===== src/rtl/i2d_pkg.sv =====
// Package for the signed 32-bit integer to decimal ASCII unit.
// Holds the sequencer state type, character codes and the BCD adjust function.
// No dependencies.
`default_nettype none

package i2d_pkg;

  // Widths of the data path
  localparam int unsigned ValueWidth  = 32;
  localparam int unsigned NumDigits   = 10;
  localparam int unsigned BcdWidth    = 4 * NumDigits;
  localparam int unsigned CharWidth   = 6;
  localparam int unsigned InBytesW    = 32;
  localparam int unsigned OutBytesW   = 8;

  // ASCII codes, truncated to the 6-bit character field
  localparam logic [CharWidth-1:0] CHAR_MINUS = 6'd45;
  localparam logic [CharWidth-1:0] CHAR_ZERO  = 6'd48;

  // Sequencer states
  typedef enum logic [2:0] {
    ST_IDLE,
    ST_CONV,
    ST_SKIP,
    ST_SIGN,
    ST_DIGIT
  } state_e;

  // Double-dabble correction: add 3 to a BCD digit of 5 or more before the shift
  function automatic logic [3:0] dd_adjust(input logic [3:0] dig);
    dd_adjust = (dig >= 4'd5) ? 4'(dig + 4'd3) : dig;
  endfunction

endpackage

`default_nettype wire


===== src/rtl/int32_to_decimal_ascii_unit.sv =====
// Signed 32-bit integer to decimal ASCII text, one character per output word.
// Depends on i2d_pkg (state type, character codes, BCD adjust function).
//
// Usage:
//   Input stream (s_axis_*): one word carries one signed 32-bit integer.
//   Output stream (m_axis_*): the decimal text of that integer, most significant
//   character first, '-' ahead of a negative value, no leading zeros, and
//   tlast high on the final character. Each input word gives 1 to 11 words.
//   Conversion is a bit-serial binary-to-BCD shift (double dabble): the
//   magnitude enters a 40-bit BCD register one bit per cycle.
//   Leading zero digits are then shifted out one per cycle, and one
//   character is emitted per cycle while the output is not stalled, each
//   digit from the top BCD digit. The first character is shown once the
//   conversion shift and the zero skip are done after the input word is
//   accepted (fewer digits mean more zero-skip steps). A new input word is
//   taken only after the previous word's conversion and skip/emit sweep.
//   The output word sits in a register: after the last character is loaded
//   the unit takes the next input word while that character still waits.
//   A stall on m_axis_tready holds the current character and the sign and digit states.
//   Reset (rst_ni low, asynchronous) returns the unit to idle and drops
//   m_axis_tvalid; any partly sent text is discarded.
`default_nettype none

module int32_to_decimal_ascii_unit (
  input  wire logic                        clk_i,
  input  wire logic                        rst_ni,
  // Input stream; tdata: [31:0] value
  input  wire logic                        s_axis_tvalid,
  output      logic                        s_axis_tready,
  input  wire logic [i2d_pkg::InBytesW-1:0] s_axis_tdata,
  // Output stream; tdata: [5:0] character, [7:6] zero
  output      logic                        m_axis_tvalid,
  input  wire logic                        m_axis_tready,
  output      logic [i2d_pkg::OutBytesW-1:0] m_axis_tdata,
  output      logic                        m_axis_tlast
);
  import i2d_pkg::*;

  state_e                  state_q, state_d;
  logic [ValueWidth-1:0]   mag_q, mag_d;
  logic [BcdWidth-1:0]     bcd_q, bcd_d;
  logic [BcdWidth-1:0]     bcd_adj;
  logic                    neg_q, neg_d;
  logic [3:0]              cnt_q, cnt_d;
  logic [4:0]              bit_q, bit_d;
  logic                    out_valid_q, out_valid_d;
  logic [CharWidth-1:0]    out_char_q, out_char_d;
  logic                    out_last_q, out_last_d;

  logic                    in_acc;
  logic                    out_free;
  logic [3:0]              top_dig;

  assign s_axis_tready = (state_q == ST_IDLE);
  assign in_acc        = s_axis_tvalid && s_axis_tready;
  assign out_free      = !out_valid_q || m_axis_tready;
  assign top_dig       = bcd_q[BcdWidth-1 -: 4];

  assign m_axis_tvalid = out_valid_q;
  assign m_axis_tdata  = {{(OutBytesW-CharWidth){1'b0}}, out_char_q};
  assign m_axis_tlast  = out_last_q;

  // Per-digit double-dabble correction
  always_comb begin
    for (int i = 0; i < NumDigits; i++) begin
      bcd_adj[4*i +: 4] = dd_adjust(bcd_q[4*i +: 4]);
    end
  end

  // Next state
  always_comb begin
    state_d = state_q;
    case (state_q)
      ST_IDLE: begin
        if (in_acc) state_d = ST_CONV;
      end
      ST_CONV: begin
        if (bit_q == 5'(ValueWidth - 1)) state_d = ST_SKIP;
      end
      ST_SKIP: begin
        if (!(top_dig == 4'd0 && cnt_q > 4'd1)) begin
          state_d = neg_q ? ST_SIGN : ST_DIGIT;
        end
      end
      ST_SIGN: begin
        if (out_free) state_d = ST_DIGIT;
      end
      ST_DIGIT: begin
        if (out_free && cnt_q == 4'd1) state_d = ST_IDLE;
      end
      default: state_d = ST_IDLE;
    endcase
  end

  // Data path and output register
  always_comb begin
    mag_d       = mag_q;
    bcd_d       = bcd_q;
    neg_d       = neg_q;
    cnt_d       = cnt_q;
    bit_d       = bit_q;
    out_char_d  = out_char_q;
    out_last_d  = out_last_q;
    out_valid_d = m_axis_tready ? 1'b0 : out_valid_q;
    case (state_q)
      ST_IDLE: begin
        if (in_acc) begin
          neg_d = s_axis_tdata[ValueWidth-1];
          mag_d = s_axis_tdata[ValueWidth-1] ? ValueWidth'(~s_axis_tdata + 32'd1)
                                             : s_axis_tdata[ValueWidth-1:0];
          bcd_d = '0;
          bit_d = '0;
        end
      end
      ST_CONV: begin
        // Shift one magnitude bit into the corrected BCD register
        bcd_d = {bcd_adj[BcdWidth-2:0], mag_q[ValueWidth-1]};
        mag_d = {mag_q[ValueWidth-2:0], 1'b0};
        bit_d = 5'(bit_q + 5'd1);
        cnt_d = 4'(NumDigits);
      end
      ST_SKIP: begin
        // Drop a leading zero digit, keep at least one
        if (top_dig == 4'd0 && cnt_q > 4'd1) begin
          bcd_d = {bcd_q[BcdWidth-5:0], 4'd0};
          cnt_d = 4'(cnt_q - 4'd1);
        end
      end
      ST_SIGN: begin
        if (out_free) begin
          out_valid_d = 1'b1;
          out_char_d  = CHAR_MINUS;
          out_last_d  = 1'b0;
        end
      end
      ST_DIGIT: begin
        if (out_free) begin
          out_valid_d = 1'b1;
          out_char_d  = CHAR_ZERO | {2'b00, top_dig};
          out_last_d  = (cnt_q == 4'd1);
          bcd_d       = {bcd_q[BcdWidth-5:0], 4'd0};
          cnt_d       = 4'(cnt_q - 4'd1);
        end
      end
      default: ;
    endcase
  end

  // Control registers
  always_ff @(posedge clk_i or negedge rst_ni) begin
    if (!rst_ni) begin
      state_q     <= ST_IDLE;
      out_valid_q <= 1'b0;
    end else begin
      state_q     <= state_d;
      out_valid_q <= out_valid_d;
    end
  end

  // Payload registers
  always_ff @(posedge clk_i) begin
    mag_q      <= mag_d;
    bcd_q      <= bcd_d;
    neg_q      <= neg_d;
    cnt_q      <= cnt_d;
    bit_q      <= bit_d;
    out_char_q <= out_char_d;
    out_last_q <= out_last_d;
  end

`ifndef SYNTHESIS
  // An accepted word always starts a fresh conversion at bit zero
  a_start: assert property (@(posedge clk_i) disable iff (!rst_ni)
    in_acc |=> (state_q == ST_CONV) && (bit_q == 5'd0))
    else $error("conversion did not start after input word");

  // Emitted digits are valid BCD
  a_bcd: assert property (@(posedge clk_i) disable iff (!rst_ni)
    (state_q == ST_DIGIT) |-> (top_dig <= 4'd9))
    else $error("digit out of BCD range");

  // The digit counter never runs out while digits remain to send
  a_cnt: assert property (@(posedge clk_i) disable iff (!rst_ni)
    (state_q == ST_SKIP || state_q == ST_DIGIT) |-> (cnt_q != 4'd0))
    else $error("digit counter underflow");

  // A word held back by the receiver keeps its character and flag
  a_hold: assert property (@(posedge clk_i) disable iff (!rst_ni)
    (out_valid_q && !m_axis_tready) |=>
      (out_valid_q && $stable(out_char_q) && $stable(out_last_q)))
    else $error("output word changed while stalled");
`endif

endmodule

`default_nettype wire

===== config.mk =====
export PLATFORM = sky130hd
export DESIGN_NAME = int32_to_decimal_ascii_unit
export DESIGN_NICKNAME = d
export VERILOG_FILES = /design/src/rtl/i2d_pkg.sv /design/src/rtl/int32_to_decimal_ascii_unit.sv
export SDC_FILE = /design/constraint.sdc
export NUM_CORES = 1
export LEC_CHECK = 0
export BUFFER_PORTS_ARGS = -buffer_cell sky130_fd_sc_hd__buf_4
export CORE_ASPECT_RATIO = 1.75
export CORE_MARGIN = 2
export CORE_UTILIZATION = 25
export DETAILED_ROUTE_END_ITERATION = 8
export GPL_TIMING_DRIVEN = 0
export PLACE_DENSITY = 0.37
export SYNTH_ARGS = -nofsm -noshare
export SYNTH_HDL_FRONTEND = slang
export SYNTH_SLANG_ARGS = --single-unit

===== constraint.sdc =====
create_clock -name clk_i -period 4.3 [get_ports clk_i]
set_clock_uncertainty 0.1 [all_clocks]
set_input_delay 0.43 -clock clk_i [delete_from_list [all_inputs] [get_ports clk_i]]
set_output_delay 0.43 -clock clk_i [all_outputs]
set_load 0.05 [all_outputs]

* After elaboration in Yosys (flattened, before gate mapping)
Cells that the tools add are included.
Word-level totals: input port bits 36, word-level logic and storage cells 103, flip-flop bits (word level) 93, output and inout port bits 11
Cells by class: equal/unequal tests 13, add/subtract/negate cells 13, reduce and logical (&&, ||, !) cells 18, bitwise gates (word level) 1, multiplexer cells 38, order comparisons 11
Operators with widths (count):
- $pmux 40 s4 | 1
- $mux 40 | 3
- $mux 32 | 2
- $pmux 32 s2 | 1
- $mux 4 | 11
- $ge 4x3->1 const B | 10
- $add 4x2->4 const B | 9
- $add 32x1->32 const B | 1
- $not 32->32 | 1
- $mux 3 | 7
- $pmux 3 s5 | 1
- $mux 6 | 2
- $ne 2x2->1 const B | 6
- $pmux 4 s3 | 1
- $pmux 6 s2 | 1
- $pmux 5 s2 | 1
- $eq 3x2->1 const B | 2
- $reduce_and 3->1 | 2
- $add 5x1->5 const B | 1
- $eq 5x5->1 const B | 1
- $mux 1 | 5
- $mux 5 | 1
- $reduce_and 5->1 | 1
- $eq 4x1->1 const B | 1
- other kinds (18) | 22

* Depth between registers and ports, before layout
depth in word-level cells 5, gate-level depth with buffers 8, depth with buffers taken out 7

* Worst setup path after synthesis
Ideal clock, no wire load.
path kind register -> register, from register state_q[1], to register bcd_q[0] (enable), library setup time 0.446 ns, stages on the path, launching flop included 6, slack 0.089 ns, buffers on the path 1, clock period less this slack 4.211 ns, data required time 3.754 ns, arrival 3.665 ns, cell sequence dfrtp_1 -> buf_1 -> nor3_1 -> and2_1 -> or2_2 -> o21bai_1
Between the ends: cells in the longest elaborated chain, start to end 4, elaborated cells between the ends (all ways) 10, classes of those cells 6 x eq/ne; 4 x reduce/logical
RTL lines:
- from (decl) | RTL line int32_to_decimal_ascii_unit.sv:39 | state_e state_q, state_d;
- from (signal assigned) | RTL line int32_to_decimal_ascii_unit.sv:155 | state_q <= state_d;
- $logic_not 3->1 * | RTL line int32_to_decimal_ascii_unit.sv:54 | assign s_axis_tready = (state_q == ST_IDLE);
- net s_axis_tready | RTL line int32_to_decimal_ascii_unit.sv:29 | output logic s_axis_tready,
- $logic_and 1x1->1 | RTL line int32_to_decimal_ascii_unit.sv:55 | assign in_acc = s_axis_tvalid && s_axis_tready;
- $ne 2x1->1 (no source line)
- $reduce_and 4->1 (no source line) *
- to (signal assigned) | RTL line int32_to_decimal_ascii_unit.sv:163 | bcd_q <= bcd_d;
- to (decl) | RTL line int32_to_decimal_ascii_unit.sv:41 | logic [BcdWidth-1:0] bcd_q, bcd_d;
Mark *: on every way through the listed nets, which the timed path passes. The rest lies on a longest branch. A chain may end at the register's enable or synchronous reset.

* Worst setup path in the final report
from register state_q[0], to register bcd_q[16] (enable)
Between the ends: cells in the longest elaborated chain, start to end 4, elaborated cells between the ends (all ways) 10, classes of those cells 6 x eq/ne; 4 x reduce/logical
RTL lines (RTL line):
- $logic_not 3->1 | int32_to_decimal_ascii_unit.sv:54, int32_to_decimal_ascii_unit.sv:105
- $logic_and 1x1->1 | int32_to_decimal_ascii_unit.sv:55
- $ne 2x1->1 (no source line)
- $reduce_and 4->1 (no source line) *
Every way passes the cells marked *; elsewhere a longest branch is shown, timed or not.

==> run_results.csv <==
group,metric,value,unit
detailed_routing,vias,4296,
global_routing,antenna_found_initial,0,
critical_path,crit_arrival,3.36,ns
finish,diodes,0,
timing,hold_ws,0.168,ns
synth,synth_top_area_cell,"edfxtp_1",
synth,synth_area,5560,sq um
clock_network,root_buffer,"clkbuf_16",
synth,async_flop_share,0.0435,
synth,synth_edf_count,88,
pwr,p_seq_frac,0.442,
pwr,sw_frac_of_total,0.373,
min_path,hold_class,"input pin to flip-flop",
global_routing,use_met1,0.132,
detailed_routing,via_per_inst,4.66,
finish,syn_to_final_growth,18.5,%
global_routing,grt_pass1_wl,23600,microns
timing,finalHoldViolations,0,
synth,synth_top_area_share,0.476,
pwr,p_int,2.68,mW
placement,gp_congestion,0.781,
timing,setup_viol_count_final,0,
global_routing,grt_pass1_vias,4549,
timing,max_freq,0.292,GHz
finish,nets,682,
pwr,p_per_area,649,nW/um^2
synth,yosysUniqueCellTypes,46,
timing,maxSlewHeadroom,0.378,
synth,synth-seq-cells,92,
global_routing,track_usage,0.130,
pwr,p_leak,2.45,nW
placement,dp_hpwl,11100,microns
detailed_routing,antenna_left,0,
detailed_routing,dr.pass1.iters,5,
finish,drive_gt1_frac,0.117,
clock_network,cts_buffers,9,
clock_network,cts_tree,"done",
clock_network,cts.path.max_buffers,2,
global_routing,grt_max_degree,39,
synth,synth_ff_type,"edfxtp_1",
synth,synthTopCellsByArea,"edfxtp_1, o21ai_0, ha_1",
critical_path,end_kind,"flip-flop",
global_routing,met3_usage,0.0196,
clock_network,cts_setup_buffers,0,
job,drv_cap,0,
detailed_routing,detail_route.wl_per_cell,15.8,microns
placement,pre_cts_ws,0.704,ns
placement,dpl.cell_count,905,
pwr,p_sw,1.60,mW
global_routing,grt.busiest_layer,"met2",
die,initial_core_util,0.253,
die,fp-row-count,72,
timing,worstMarginPinSlew,0.934,ns
synth,synth_common_cells,"edfxtp_1, nand2_1, o21ai_0",
timing,setup_ws,0.879,ns
finish,final_cells,922,
critical_path,critical_path.startpoint_type,"flip-flop",
critical_path,worstPathRequired,4.24,ns
die,dieArea,23500,sq um
pwr,p_total,4.27,mW
detailed_routing,drt_iter0_drc,87,
detailed_routing,finalWirelength,14600,microns
synth,ys_warn_count,0,
pwr,pwr-share-clk,0.188,
synth,postSynthAreaPerCell,9.85,sq um
synth,yosysSeqAreaShare,0.494,
die,die_y,201,microns
clock_network,clk_pin_slew_worst_paths,0.07,ns
clock_network,cts_sinks,92,
placement,io_buffers,43,
timing,timing.final.crit_share,0.796,
detailed_routing,drcViolationCount,0,
die,die_w,117,microns
timing,fin_crit,3.42,ns
clock_network,cts_max_level,3,
finish,final_util,0.300,
pwr,combPwrFrac,0.369,
global_routing,grt_overflow,0,
synth,synth.most_common_cell,"edfxtp_1",
critical_path,crit_type,"flip-flop to flip-flop",
pwr,peakVddDrop,0.154,mV
global_routing,grtUsageMet2,0.258,
clock_network,clk_latency,0.35,ns
die,ioPinCount,47,
run_status,status,"complete, no violations",
finish,fill_cells,2380,
die,core,22000,sq um
timing,rsz0062_at_grt,"false",
timing,slew_viol_final,0,
synth,syn_inst,564,
critical_path,cp_max_fo,38,
-- critical path: stages (launching register included) --
cell,delay (ns)
dfrtp_1,0.33
clkbuf_1,0.36
nand2b_1,0.12
nor2_1,0.14
clkbuf_1,0.51
or2_2,0.84
o21bai_4,0.41
buf_12,0.26
-- registers in the layout (all words and copies together), names as in the netlist --
name           cells
m_axis_tvalid      1
m_axis_tlast       1
bit_q              5
state_q            3
mag_q             32
neg_q              1
cnt_q              4
bcd_q             40
out_char_q         5
-- placed cells by master (no fill, tap or decap), types with 2 or more instances in the layout --
cell / instances
a21oi_1: 38
a22o_1: 4
a22oi_1: 5
a31oi_1: 2
and2_1: 2
and3_1: 5
buf_1: 3
buf_2: 2
buf_4: 46
clkbuf_1: 20
clkbuf_16: 9
clkinv_2: 4
conb_1: 3
dfrtp_1: 4
edfxtp_1: 88
ha_1: 25
inv_1: 25
mux2i_1: 2
nand2_1: 73
nand2b_1: 15
nand3_1: 5
nand3b_1: 2
nand4_1: 4
nor2_1: 37
nor2b_1: 9
nor3_1: 8
nor3b_1: 17
nor4_1: 3
o211ai_1: 2
o21ai_0: 72
o31ai_1: 17
o41ai_1: 7
o41ai_2: 2
or3_1: 4
xnor2_1: 14
xor2_1: 31
-- cell families (layout without fill, tap and decap cells) --
family | count (synthesis) | count (layout) | synth area share
buffers and inverters | 53 | 114 | 0.0383
multiplexers | 3 | 3 | 0.00563
AND/OR/NAND/NOR | 189 | 189 | 0.168
AO/OA/AOI/OAI | 155 | 155 | 0.166
flip-flops | 92 | 92 | 0.494
XOR/XNOR | 45 | 45 | 0.0709
other | 2 | 3 | 0.00135
adder cells (fa/ha/maj) | 25 | 25 | 0.0563
-- per-stage QoR --
step / setup TNS [ns] / area [sq um]
2_1_floorplan: 0 / 5560
3_3_place_gp: -33.50 / 6250
3_5_place_dp: 0 / 6280
4_1_cts: 0 / 6590
5_1_grt: 0 / 6590
6_report: 0 / 6590
-- path summary, 6_finish.rpt --
check	from	endpoint	slack, ns	cells past startpoint
min	s_axis_tdata[31]	neg_q	0.17	1
min in group asynchronous	rst_ni	m_axis_tvalid	0.32	2
max reg2reg	state_q[0]	bcd_q[16]	0.88	7
max in group asynchronous	rst_ni	state_q[2]	3.68	2
min reg2reg	mag_q[26]	mag_q[27]	0.43	2
max	state_q[0]	bcd_q[16]	0.88	7
-- per-layer routing --
metal	share of wire	wire length (microns)
met5	0	0
met4	0.017	245
met3	0.020	295
met2	0.58	8450
met1	0.38	5610
-- power by group through the flow --
stage / registers, mW / logic [mW] / clock network, mW
after floorplan: 1.83 / 1.16 / 0
after global placement: 1.92 / 1.56 / 0
after detailed placement: 1.92 / 1.62 / 0
after CTS: 1.90 / 1.63 / 0.835
after global routing: 1.95 / 1.85 / 0.864
final: 1.89 / 1.58 / 0.805
-- cell type report --
type / count / area [sq um] / area share
Buffer: 28 / 119 / 0.0181
Clock buffer: 9 / 225 / 0.0342
Clock inverter: 7 / 66.3 / 0.0101
Inverter: 25 / 93.8 / 0.0143
Multi-Input combinational cell: 420 / 2620 / 0.397
Sequential cell: 92 / 2740 / 0.416
Tap cell: 296 / 370 / 0.0562
Timing Repair Buffer: 45 / 353 / 0.0536
-- timing repair --
action,in CTS,in global routing
hold buffers,1,0
hold endpoints to repair,4,0
resized for setup,0,0
(Power assumes the default switching activity.)
